`src/lcm_pkg.sv`:
```
// Package for the lattice cell metrics block: widths, result tags,
// the shared multiplier's control word and the adjugate operand table.
// No dependencies.
package lcm_pkg;

  localparam int FIELD_W      = 27;
  localparam int VOL_W        = 64;
  localparam int HALF_W       = 26;
  localparam int RECIP_W      = 64;
  localparam int MAX_COEF_DEF = 15;
  localparam int OP_W         = 29;
  localparam int PROD_W       = 2 * OP_W;
  localparam int ACC_W        = 96;
  localparam int ADJ_W        = 56;
  localparam int DET_SPLIT    = 28;
  localparam int DIV_W        = 88;
  localparam int NUM_W        = 128;
  localparam int FRAC_SH      = 48;
  localparam int SQ_W         = 56;
  localparam int ROOT_W       = 28;
  localparam int COMP_LIM     = 27;
  localparam int TAG_W        = 5;

  localparam logic [SQ_W-1:0] SQ_CAP = SQ_W'(1) << 54;

  localparam logic [TAG_W-1:0] TAG_ADJ = 5'd0;
  localparam logic [TAG_W-1:0] TAG_NM  = 5'd9;
  localparam logic [TAG_W-1:0] TAG_DET = 5'd18;
  localparam logic [TAG_W-1:0] TAG_SQ  = 5'd19;

  typedef struct packed {
    logic             issue;
    logic             clear;
    logic             sub;
    logic             shift;
    logic             last;
    logic [TAG_W-1:0] tag;
  } lcm_mac_ctl_t;

  typedef struct packed {
    logic             valid;
    logic [TAG_W-1:0] tag;
  } lcm_mac_res_t;

  // Adjugate entry e = m[x1]*m[y1] - m[x2]*m[y2], packed {x1, y1, x2, y2}.
  function automatic logic [15:0] adj_idx(input logic [3:0] e);
    logic [15:0] r;
    case (e)
      4'd0:    r = {4'd4, 4'd8, 4'd5, 4'd7};
      4'd1:    r = {4'd2, 4'd7, 4'd1, 4'd8};
      4'd2:    r = {4'd1, 4'd5, 4'd2, 4'd4};
      4'd3:    r = {4'd5, 4'd6, 4'd3, 4'd8};
      4'd4:    r = {4'd0, 4'd8, 4'd2, 4'd6};
      4'd5:    r = {4'd2, 4'd3, 4'd0, 4'd5};
      4'd6:    r = {4'd3, 4'd7, 4'd4, 4'd6};
      4'd7:    r = {4'd1, 4'd6, 4'd0, 4'd7};
      4'd8:    r = {4'd0, 4'd4, 4'd1, 4'd3};
      default: r = '0;
    endcase
    return r;
  endfunction

endpackage

```
`src/lcm_mac.sv`:
```
// Shared multiply-accumulate unit: registered product, then 96-bit accumulate.
// Depends on lcm_pkg.
module lcm_mac (
  input  logic                         clk,
  input  logic                         rst_n,
  input  lcm_pkg::lcm_mac_ctl_t        ctl_i,
  input  logic signed [lcm_pkg::OP_W-1:0]  op_a,
  input  logic signed [lcm_pkg::OP_W-1:0]  op_b,
  output lcm_pkg::lcm_mac_res_t        res_o,
  output logic signed [lcm_pkg::ACC_W-1:0] acc_o
);
  import lcm_pkg::*;

  logic signed [PROD_W-1:0] prod_r;
  lcm_mac_ctl_t             c1_r;
  logic signed [ACC_W-1:0]  acc_r;
  lcm_mac_res_t             res_r;
  logic signed [ACC_W-1:0]  ext;
  logic signed [ACC_W-1:0]  addend;
  logic signed [ACC_W-1:0]  base;

  assign ext    = ACC_W'(prod_r);
  assign addend = c1_r.shift ? (ext <<< DET_SPLIT) : ext;
  assign base   = c1_r.clear ? '0 : acc_r;

  always_ff @(posedge clk) begin
    prod_r <= op_a * op_b;
    if (c1_r.issue) begin
      acc_r <= c1_r.sub ? base - addend : base + addend;
    end
    if (!rst_n) begin
      c1_r  <= '0;
      res_r <= '0;
    end else begin
      c1_r        <= ctl_i;
      res_r.valid <= c1_r.issue & c1_r.last;
      res_r.tag   <= c1_r.tag;
    end
  end

  assign res_o = res_r;
  assign acc_o = acc_r;
endmodule

```
`config.mk`:
```
export PLATFORM = sky130hd
export DESIGN_NAME = lcm_mac
export DESIGN_NICKNAME = d
export VERILOG_FILES = /design/src/lcm_pkg.sv /design/src/lcm_mac.sv
export SDC_FILE = /design/constraint.sdc
export NUM_CORES = 2
export LEC_CHECK = 0
export ABC_AREA = 1
export BUFFER_PORTS_ARGS = -buffer_cell sky130_fd_sc_hd__buf_2
export CORE_MARGIN = 4
export CORE_UTILIZATION = 35
export CTS_CLUSTER_SIZE = 30
export DETAILED_ROUTE_END_ITERATION = 12
export PLACE_DENSITY_LB_ADDON = 0.12
export REMOVE_ABC_BUFFERS = 1
export SKIP_LAST_GASP = 1
export SLEW_MARGIN = 20
export SYNTH_ARGS = -nofsm -noshare
export SYNTH_HDL_FRONTEND = slang
export SYNTH_SLANG_ARGS = --single-unit
export TNS_END_PERCENT = 1
```
`constraint.sdc`:
```
create_clock -name clk -period 18.8 [get_ports clk]
set_input_delay 0.94 -clock clk [delete_from_list [all_inputs] [get_ports clk]]
set_output_delay 0.94 -clock clk [all_outputs]
set_load 0.05 [all_outputs]
```
==> results.txt <==
----------------------------------------------------
[Outcome]
  Status ... completed

[Finish]
  Number of standard cells in the final layout excluding fillers ... 9033
  Final cell utilization of the core ... 0.375
  Diode count ... 0
  Share of layout cells above drive strength 1 ... 0.0391
  Count of nets after finishing ... 8368
  Area overhead of the layout relative to synthesis ... 6.40%

[STA]
  Worst-Margin Slew ... 1.08 ns
  Final max-slew violation count ... 0
  Post-route clock period utilization ... 0.452
  Max Freq ... 118 MHz
  Post-route clock skew ... 0.0219 ns
  Normalized max-slew margin ... 0.280
  Final-report setup violation count ... 0
  Number of endpoints with negative hold slack in the final report ... 0
  Setup repair after global routing missed its margin ... false
  Post-route minimum period ... 8.49 ns
  Total negative slack ... 0 ns

[Floorplan]
  Io pins ... 172
  Area enclosed by the die boundary ... 149000 um^2
  Height of the die ... 386 um
  Row Count ... 138
  Core region area ... 142000 um^2
  Chip Width ... 386 um
  Initial Utilization ... 0.353

[Worst setup path]
  Worst path arrival time ... 8.95 ns
  Delay of the slowest cell on the worst path ... 0.97 ns
  Reg2Reg Capture Point ... acc_o[95]
  CP Capture Type ... register
  Standard cell with the maximum stage delay on the critical path ... fa_1
  Required time worst endpoint ... 19.26 ns
  Startpoint of the worst register-to-register path ... c1_r[6]
  Number of cell instances on the worst register-to-register path ... 27
  Flop-to-flop setup slack ... 12.72 ns
  Largest fanout of any net on the critical path ... 29
  Worst setup path category ... in2reg
  Setup crit start kind ... input port

[Yosys]
  Synth Instances ... 7120
  Yosys warnings ... 0
  Post-synth design cell area ... 50000 um^2
  Mean cell area of the mapped netlist ... 7.02 um^2
  Most instantiated flip-flop cell in the synthesis netlist ... edfxtp_1
  Number of synthesized flops with an enable pin ... 96
  Number of flip-flops and latches in the synthesized netlist ... 170
  Distinct cell type count of the synthesized netlist ... 45
  FFs w/ async S/R, synth ... 0
  Sequential cell area fraction in the yosys report ... 0.0873

[Drt]
  Routed Wire Length ... 192 mm
  Initial DRT Pass Iterations ... 6
  Drt initial violations ... 3057
  Wirelength per Cell ... 21.3 um
  Vias per cell ... 4.85
  Count of vias placed by the detailed router ... 43800
  DRC errors left ... 0
  Number of routed nets with antenna violations ... 0

[Worst hold path]
  Hold crit path type ... reg2reg
  Worst hold stages ... 2
  Endpoint of the worst hold path ... res_o[1]
  Critical hold path startpoint ... c1_r[1]

[GRT]
  Total Routing Usage GR ... 0.262
  Initial antenna violation count ... 0
  Total congestion overflow ... 0
  First-pass GRT wire length ... 290 mm
  Largest net degree at the start of global routing ... 76
  Via count of the first global-routing pass ... 46600

[Clock network]
  Number of gates resized after cts ... 0
  H-Tree Depth ... 4
  Buffer type at the clock tree root ... clkbuf_16
  Post-CTS Hold Buffers ... 0
  Clock edge transition at the registers on the reported setup and hold paths ... 0.08 ns
  TritonCTS sink count ... 170
  Number of buffers on the longest clock path ... 2
  Clk_lat worst skew ... 0.52 ns
  Num CTS Buffers ... 17
  Post-CTS setup-driven buffer insertion count ... 0
  TritonCTS clock tree ... yes

[Flow run]
  Max-capacitance violation count ... 0

[Place]
  Cell count after placement ... 9001
  Final Wtd Congestion ... 0.977
  Detailed-placement wirelength estimate ... 165 mm
  # port buffers ... 171

----------------------------------------------------
==> cell families after synthesis <==
kind of cell | Yosys count | share of synthesized area
DFF | 170 | 0.0873
xor gates and xnor gates | 195 | 0.0342
buffers and inverters | 2248 | 0.170
and+or+nand+nor | 2725 | 0.216
AOI/OAI and AO/OA | 614 | 0.0643
adders and majority gates | 1168 | 0.428
==> worst max path at each step <==
stage	slack, ns	startpoint	end	cells after the start
final	10.31	op_b[2]	prod_r[52]	27
after global routing	9.75	op_b[2]	prod_r[55]	27
after CTS	10.27	op_b[2]	prod_r[52]	27
after detailed placement	9.72	op_b[2]	prod_r[55]	27
after global placement	9.79	op_b[2]	prod_r[52]	27
after floorplan	11.36	op_b[2]	prod_r[55]	26
==> stage by stage <==
step	hold WS (ns)	worst slack [ns]	instance area, um^2
after floorplan	0.390	11.36	49100
after global placement	0.393	9.79	52600
after detailed placement	0.398	9.72	52600
after CTS	0.416	10.27	53200
after global routing	0.443	9.75	53200
final	0.413	10.31	53200
==> layout by cell type (no fill, tap or decap), types with 12 or more instances in the layout <==
| cell type | Yosys | final |
|---|---|---|
| fa_1 | 902 | 902 |
| clkbuf_16 | 0 | 17 |
| ha_1 | 266 | 266 |
| nand4_1 | 62 | 62 |
| xor2_1 | 157 | 157 |
| inv_1 | 2025 | 2024 |
| a31oi_1 | 13 | 13 |
| o21bai_1 | 18 | 18 |
| o21ai_0 | 243 | 243 |
| nor2_2 | 12 | 12 |
| buf_4 | 7 | 39 |
| o21ai_1 | 34 | 34 |
| buf_2 | 6 | 171 |
| nand3_1 | 151 | 151 |
| nor2_1 | 651 | 651 |
| xnor2_1 | 38 | 38 |
| a21oi_1 | 276 | 276 |
| nand2_1 | 1772 | 1772 |
| nor3_1 | 35 | 35 |
| edfxtp_1 | 96 | 96 |
| dfxtp_1 | 74 | 71 |
==> synth_stat cells (9+ instances only) <==
cell | count | area, um^2
a21oi_1 | 276 | 1380
a31oi_1 | 13 | 81.3
buf_1 | 33 | 124
clkbuf_1 | 167 | 627
dfxtp_1 | 74 | 1480
edfxtp_1 | 96 | 2880
fa_1 | 902 | 18100
ha_1 | 266 | 3330
inv_1 | 2025 | 7600
nand2_1 | 1772 | 6650
nand3_1 | 151 | 756
nand4_1 | 62 | 388
nor2_1 | 651 | 2440
nor2_2 | 12 | 75.1
nor3_1 | 35 | 175
nor4_1 | 11 | 68.8
o21ai_0 | 243 | 1220
o21ai_1 | 34 | 170
o21bai_1 | 18 | 135
or2_2 | 9 | 56.3
xnor2_1 | 38 | 333
xor2_1 | 157 | 1380
==> final cells by class <==
cell class / instances / area (um^2)
fill: 15400 / 88600
multi-input combinational: 4702 / 37100
inverter: 2029 / 7620
sequential: 170 / 4370
tap: 1890 / 2360
timing repair buffer: 210 / 1150
clock buffer: 17 / 425
clock inverter: 15 / 150
==> state kept, by name (all words and copies together) (netlist names) <==
register,count
acc_o,96
c1_r,10
res_o,6
prod_r,58
==> critical path, delay by kind of cell <==
kind,cells,cell delay (ns)
xor+xnor,1,0.13
compound gates,1,0.13
fa+ha+maj,9,4.86
simple gates,7,1.07
buf+inv,9,1.81
==> layer usage <==
metal	up-vias	GRT usage	part of all wire
li1	20600	-	-
met1	21800	0.337	0.43
met2	1201	0.464	0.49
met3	248	0.0254	0.046
met4	0	0.0786	0.033
met5	-	0	0
Power is left out: the tool's default activity adds up to more than one toggle a clock period on the data nets, which glitch-free logic cannot reach.
