File: config.mk
export PLATFORM = sky130hd
export DESIGN_NAME = lcm_sqrt
export DESIGN_NICKNAME = d
export VERILOG_FILES = /design/src/lcm_pkg.sv /design/src/lcm_sqrt.sv
export SDC_FILE = /design/constraint.sdc
export NUM_CORES = 1
export LEC_CHECK = 0
export BUFFER_PORTS_ARGS = -buffer_cell sky130_fd_sc_hd__buf_4
export CAP_MARGIN = 40
export CORE_UTILIZATION = 32
export DETAILED_ROUTE_END_ITERATION = 16
export PLACE_DENSITY_LB_ADDON = 0.1
export RECOVER_POWER = 25
export SYNTH_ARGS = -nofsm -noshare
export SYNTH_HDL_FRONTEND = slang
export SYNTH_SLANG_ARGS = --single-unit
export TNS_END_PERCENT = 30
File: constraint.sdc
create_clock -name clk -period 7.9 [get_ports clk]
set_clock_uncertainty 0.15 [all_clocks]
set_input_delay 0.395 -clock clk [delete_from_list [all_inputs] [get_ports clk]]
set_output_delay 0.395 -clock clk [all_outputs]
set_load 0.005 [all_outputs]
File: src/lcm_pkg.sv
// Package for the lattice cell metrics block: widths, result tags,
// the shared multiplier's control word and the adjugate operand table.
// No dependencies.
package lcm_pkg;

  localparam int FIELD_W      = 27;
  localparam int VOL_W        = 64;
  localparam int HALF_W       = 26;
  localparam int RECIP_W      = 64;
  localparam int MAX_COEF_DEF = 15;
  localparam int OP_W         = 29;
  localparam int PROD_W       = 2 * OP_W;
  localparam int ACC_W        = 96;
  localparam int ADJ_W        = 56;
  localparam int DET_SPLIT    = 28;
  localparam int DIV_W        = 88;
  localparam int NUM_W        = 128;
  localparam int FRAC_SH      = 48;
  localparam int SQ_W         = 56;
  localparam int ROOT_W       = 28;
  localparam int COMP_LIM     = 27;
  localparam int TAG_W        = 5;

  localparam logic [SQ_W-1:0] SQ_CAP = SQ_W'(1) << 54;

  localparam logic [TAG_W-1:0] TAG_ADJ = 5'd0;
  localparam logic [TAG_W-1:0] TAG_NM  = 5'd9;
  localparam logic [TAG_W-1:0] TAG_DET = 5'd18;
  localparam logic [TAG_W-1:0] TAG_SQ  = 5'd19;

  typedef struct packed {
    logic             issue;
    logic             clear;
    logic             sub;
    logic             shift;
    logic             last;
    logic [TAG_W-1:0] tag;
  } lcm_mac_ctl_t;

  typedef struct packed {
    logic             valid;
    logic [TAG_W-1:0] tag;
  } lcm_mac_res_t;

  // Adjugate entry e = m[x1]*m[y1] - m[x2]*m[y2], packed {x1, y1, x2, y2}.
  function automatic logic [15:0] adj_idx(input logic [3:0] e);
    logic [15:0] r;
    case (e)
      4'd0:    r = {4'd4, 4'd8, 4'd5, 4'd7};
      4'd1:    r = {4'd2, 4'd7, 4'd1, 4'd8};
      4'd2:    r = {4'd1, 4'd5, 4'd2, 4'd4};
      4'd3:    r = {4'd5, 4'd6, 4'd3, 4'd8};
      4'd4:    r = {4'd0, 4'd8, 4'd2, 4'd6};
      4'd5:    r = {4'd2, 4'd3, 4'd0, 4'd5};
      4'd6:    r = {4'd3, 4'd7, 4'd4, 4'd6};
      4'd7:    r = {4'd1, 4'd6, 4'd0, 4'd7};
      4'd8:    r = {4'd0, 4'd4, 4'd1, 4'd3};
      default: r = '0;
    endcase
    return r;
  endfunction

endpackage

File: src/lcm_sqrt.sv
// Digit-by-digit integer square root, one result bit per cycle.
// Depends on lcm_pkg.
module lcm_sqrt (
  input  logic                       clk,
  input  logic                       rst_n,
  input  logic                       start,
  input  logic [lcm_pkg::SQ_W-1:0]   x,
  output logic                       done,
  output logic [lcm_pkg::ROOT_W-1:0] root
);
  import lcm_pkg::*;

  logic [SQ_W-1:0] x_r;
  logic [SQ_W-1:0] r_r;
  logic [SQ_W-1:0] bit_r;
  logic            busy_r;
  logic            done_r;
  logic [SQ_W-1:0] trial;

  assign trial = r_r + bit_r;

  always_ff @(posedge clk) begin
    if (start) begin
      x_r   <= x;
      r_r   <= '0;
      bit_r <= SQ_W'(1) << 54;
    end else if (busy_r) begin
      if (x_r >= trial) begin
        x_r <= x_r - trial;
        r_r <= (r_r >> 1) + bit_r;
      end else begin
        r_r <= r_r >> 1;
      end
      bit_r <= bit_r >> 2;
    end
    if (!rst_n) begin
      busy_r <= 1'b0;
      done_r <= 1'b0;
    end else begin
      done_r <= 1'b0;
      if (start) begin
        busy_r <= 1'b1;
      end else if (busy_r && bit_r[0]) begin
        busy_r <= 1'b0;
        done_r <= 1'b1;
      end
    end
  end

  assign done = done_r;
  assign root = r_r[ROOT_W-1:0];
endmodule

==> results.py <==
metrics = {
    "yosys": {
        "synth_area_leaders": "dfxtp_1 13%, edfxtp_1 13%, ha_1 11%, o21ai_0 5.6%, nand2_1 5.3%",
        "synth_area_sq_um": 13100,
        "seq_area_frac_synth_pct": 26.0,
        "postSynthRegisterBits": 142,
        "async_flop_share_pct": 0,
        "synth-main-ff-cell": "dfxtp_1",
        "postSynthAreaPerCell_sq_um": 7.83,
        "netlist.area_leader.share_pct": 13.2,
        "synthesis.nets": 1845,
        "synth-edff-count": 56,
        "synth.lib_cells_used.distinct": 70,
        "synth_instances": 1671,
        "synth.largest_area_cell": "dfxtp_1",
        "synthesis.yosys.warnings": 0,
    },
    "worst_hold_path": {
        "hold_path.class": "primary input to register",
        "min_delay_startpoint": "rst_n",
    },
    "outcome": {
        "failing_checks": "max-capacitance violations, max-slew violations",
        "run_status": "finished, violations left",
    },
    "placed_design": {
        "routabilityCongestion": 0.914,
        "dp_hpwl_um": 32200,
        "io_buffer_count": 87,
        "detailed_place.area_sq_um": 14000,
    },
    "setup_path": {
        "rr_startpoint": "r_r[2]",
        "cp-end-kind": "register",
        "critPathMaxFanout": 29,
        "data_arrival_at_the_endpoint_of_the_critical_path_ns": 6.69,
        "startpoint_class": "register",
        "timing.critical_path.required_ns": 7.89,
        "worstSetupPathType": "register to register",
        "worstSetupStartpoint": "r_r[2]",
    },
    "cts": {
        "numCtsBuffers": 17,
        "h-tree-depth": 4,
        "post_cts_resized": 0,
        "cts_hold_buffers": 0,
        "clk_root_buffer_cell": "clkbuf_16",
        "cts.sinks": 142,
        "number_of_buffers_on_the_longest_clock_path": 2,
        "cts_tree": "done",
        "clock_insertion_delay_worst_skew_ns": 0.45,
        "clk_pin_slew_ns": 0.07,
        "cts_setup_buffers": 0,
    },
    "global_routing": {
        "first_pass_grt_wire_length_um": 66400,
        "grt_start_max_net_pins": 79,
        "grt.total_usage_pct": 20.4,
        "grt_antenna_before_repair": 2,
        "number_of_global_route_vias_before_repair": 11648,
        "global_route.overflow_total": 0,
    },
    "timing": {
        "final_min_period_over_clock_period_pct": 84.8,
        "hold_slack_ns": 0.0278,
        "worst_pin_slew_ns": 3.00,
        "max_freq_mhz": 149,
        "unrepaired_setup_endpoints_after_global_routing": "false",
        "setup_tns_ns": 0,
        "finalMaxSlewViolations": 192,
        "final.min_clock_period_ns": 6.70,
        "final-setup-viol-count": 0,
        "hold_viol_final": 0,
        "worst_slew_margin_rel_pct": -100,
    },
    "drt": {
        "dr.pass1.iters": 5,
        "post_drt_wl_per_cell_um": 19.0,
        "drt_iter0_drc": 906,
        "num_vias": 12268,
        "postRouteWirelength_um": 42000,
        "drtAntennaViolNets": 0,
        "avgViaCountPerCell": 5.54,
        "route.detailed.drc": 0,
    },
    "layout": {
        "antenna_cells": 0,
        "design_area_sq_um": 14500,
        "layout-drive-gt1-share_pct": 8.53,
        "nets": 1850,
        "postLayoutCoreUtil_pct": 36.3,
        "synthToLayoutAreaGrowth_pct": 10.8,
    },
    "power_and_ir_drop": {
        "p_leak_nw": 5.48,
        "max-vdd-ir-drop_v": 0.000176,
        "post-layout-total-power_mw": 4.44,
        "cellPowerDensity_nw_per_um2": 306,
    },
    "floorplanning": {
        "die_w_um": 204,
        "design.die.area_sq_um": 41700,
        "io_pins": 88,
        "die_h_um": 204,
        "core_area_sq_um": 40000,
        "std_cell_rows": 73,
        "start_util_pct": 32.7,
    },
    "job": {
        "max_cap_viol_count": 4,
    },
}
[metal layers]
layer / track usage, % / vias up / wire [um]
met1: 30.1 / 5801 / 21800
met4: 4.45 / 2 / 464
met3: 3.25 / 28 / 1710
met5: 0 / - / 12
met2: 30.9 / 259 / 18000
li1: - / 6178 / -
[metrics by stage]
stage / cells / setup slack, ns
4_1_cts: 2214 / 1.28
5_1_grt: 2214 / 0.680
3_5_place_dp: 2182 / 1.31
2_1_floorplan: 1671 / 1.54
6_report: 2214 / 1.20
3_3_place_gp: 2182 / 1.42
[report_power, final]
part	switching [mW]	total (mW)	internal [mW]	leakage, nW
registers	0.158	1.15	0.988	1.27
clock network	0.346	0.846	0.499	0.299
logic	1.49	2.45	0.964	3.92
[layout make-up]
class / count / area, sq um
Clock buffer: 22 / 485
Clock inverter: 10 / 111
Fill cell: 4200 / 25500
Inverter: 42 / 158
Multi-Input combinational cell: 1375 / 8980
Sequential cell: 142 / 3400
Tap cell: 525 / 657
Timing Repair Buffer: 98 / 712
[Yosys cell counts (5+ instances only)]
cell	instances
nor2b_1	14
mux2i_1	37
nand4_1	39
xnor2_1	72
o31ai_1	16
a311oi_1	17
a211oi_1	42
or3_1	17
o211ai_1	6
nor2_1	175
o21a_1	20
nand2_1	184
a31oi_1	55
dfxtp_1	86
nor3_1	22
buf_2	11
clkbuf_1	67
o21bai_1	27
nand2b_1	14
a21boi_0	5
edfxtp_1	56
ha_1	114
a21oi_1	113
buf_4	28
and3_1	15
nor4_1	9
nand3_1	21
o221ai_1	6
mux2_2	7
a31o_2	10
o21ai_1	5
a21o_1	35
inv_1	41
and2_1	13
o21ai_0	147
xor2_1	55
[layout by cell type (no fill, tap or decap), types with 5 or more instances in the layout]
| cell | n |
|---|---|
| nand2_1 | 183 |
| nor2_1 | 175 |
| o21ai_0 | 147 |
| ha_1 | 114 |
| a21oi_1 | 113 |
| dfxtp_1 | 86 |
| xnor2_1 | 72 |
| buf_4 | 63 |
| edfxtp_1 | 56 |
| a31oi_1 | 55 |
| xor2_1 | 55 |
| a211oi_1 | 42 |
| inv_1 | 41 |
| nand4_1 | 39 |
| mux2i_1 | 37 |
| a21o_1 | 35 |
| o21bai_1 | 27 |
| nor3_1 | 22 |
| nand3_1 | 21 |
| o21a_1 | 20 |
| clkbuf_16 | 18 |
| clkbuf_4 | 18 |
| or3_1 | 17 |
| a311oi_1 | 17 |
| o31ai_1 | 16 |
| clkbuf_1 | 16 |
| and3_1 | 15 |
| nor2b_1 | 14 |
| nand2b_1 | 14 |
| and2_1 | 12 |
| a31o_2 | 10 |
| nor4_1 | 9 |
| mux2_2 | 7 |
| o221ai_1 | 6 |
| o211ai_1 | 6 |
| o21ai_1 | 5 |
| a21boi_0 | 5 |
| clkinv_2 | 5 |
[worst max-delay path: stages (launching register included)]
cell      delay [ns]
dfxtp_1         0.38
ha_1            0.36
and3_1          0.18
nor4_1          0.06
o41a_1          0.48
o21ai_2         0.30
a41o_1          0.26
a31oi_1         0.21
o41a_1          0.54
o21a_1          0.24
xor2_1          0.19
ha_1            0.46
nand4_1         0.20
nor3_1          0.38
nand2_1         0.10
o21a_1          0.20
a21boi_1        0.13
a221o_1         0.36
nand2_1         0.14
nand2_1         0.13
nand2_2         0.63
buf_12          0.28
[flip-flops by register name, indices dropped and copies added, names as in the netlist]
name and flops:
bit_r 28, busy_r 1, done 1, r_r 56, x_r 56
[path summary, 6_finish.rpt]
kind	endpoint	slack, ns	cells past startpoint
worst max-delay path	x_r[11]	1.20	21
worst min-delay path	busy_r	0.03	2
worst max register to register	x_r[11]	1.20	21
worst min register to register	done	0.37	2
[cell families after synthesis]
| family | after synthesis | share of synthesized area, % |
|---|---|---|
| mux | 44 | 3.43 |
| xor+xnor | 127 | 8.50 |
| buf+inv | 154 | 5.44 |
| compound gates | 553 | 27.1 |
| simple gates | 536 | 18.5 |
| fa+ha+maj | 115 | 11.0 |
| flops | 142 | 26.0 |
Power figures use the tool's default switching activity.
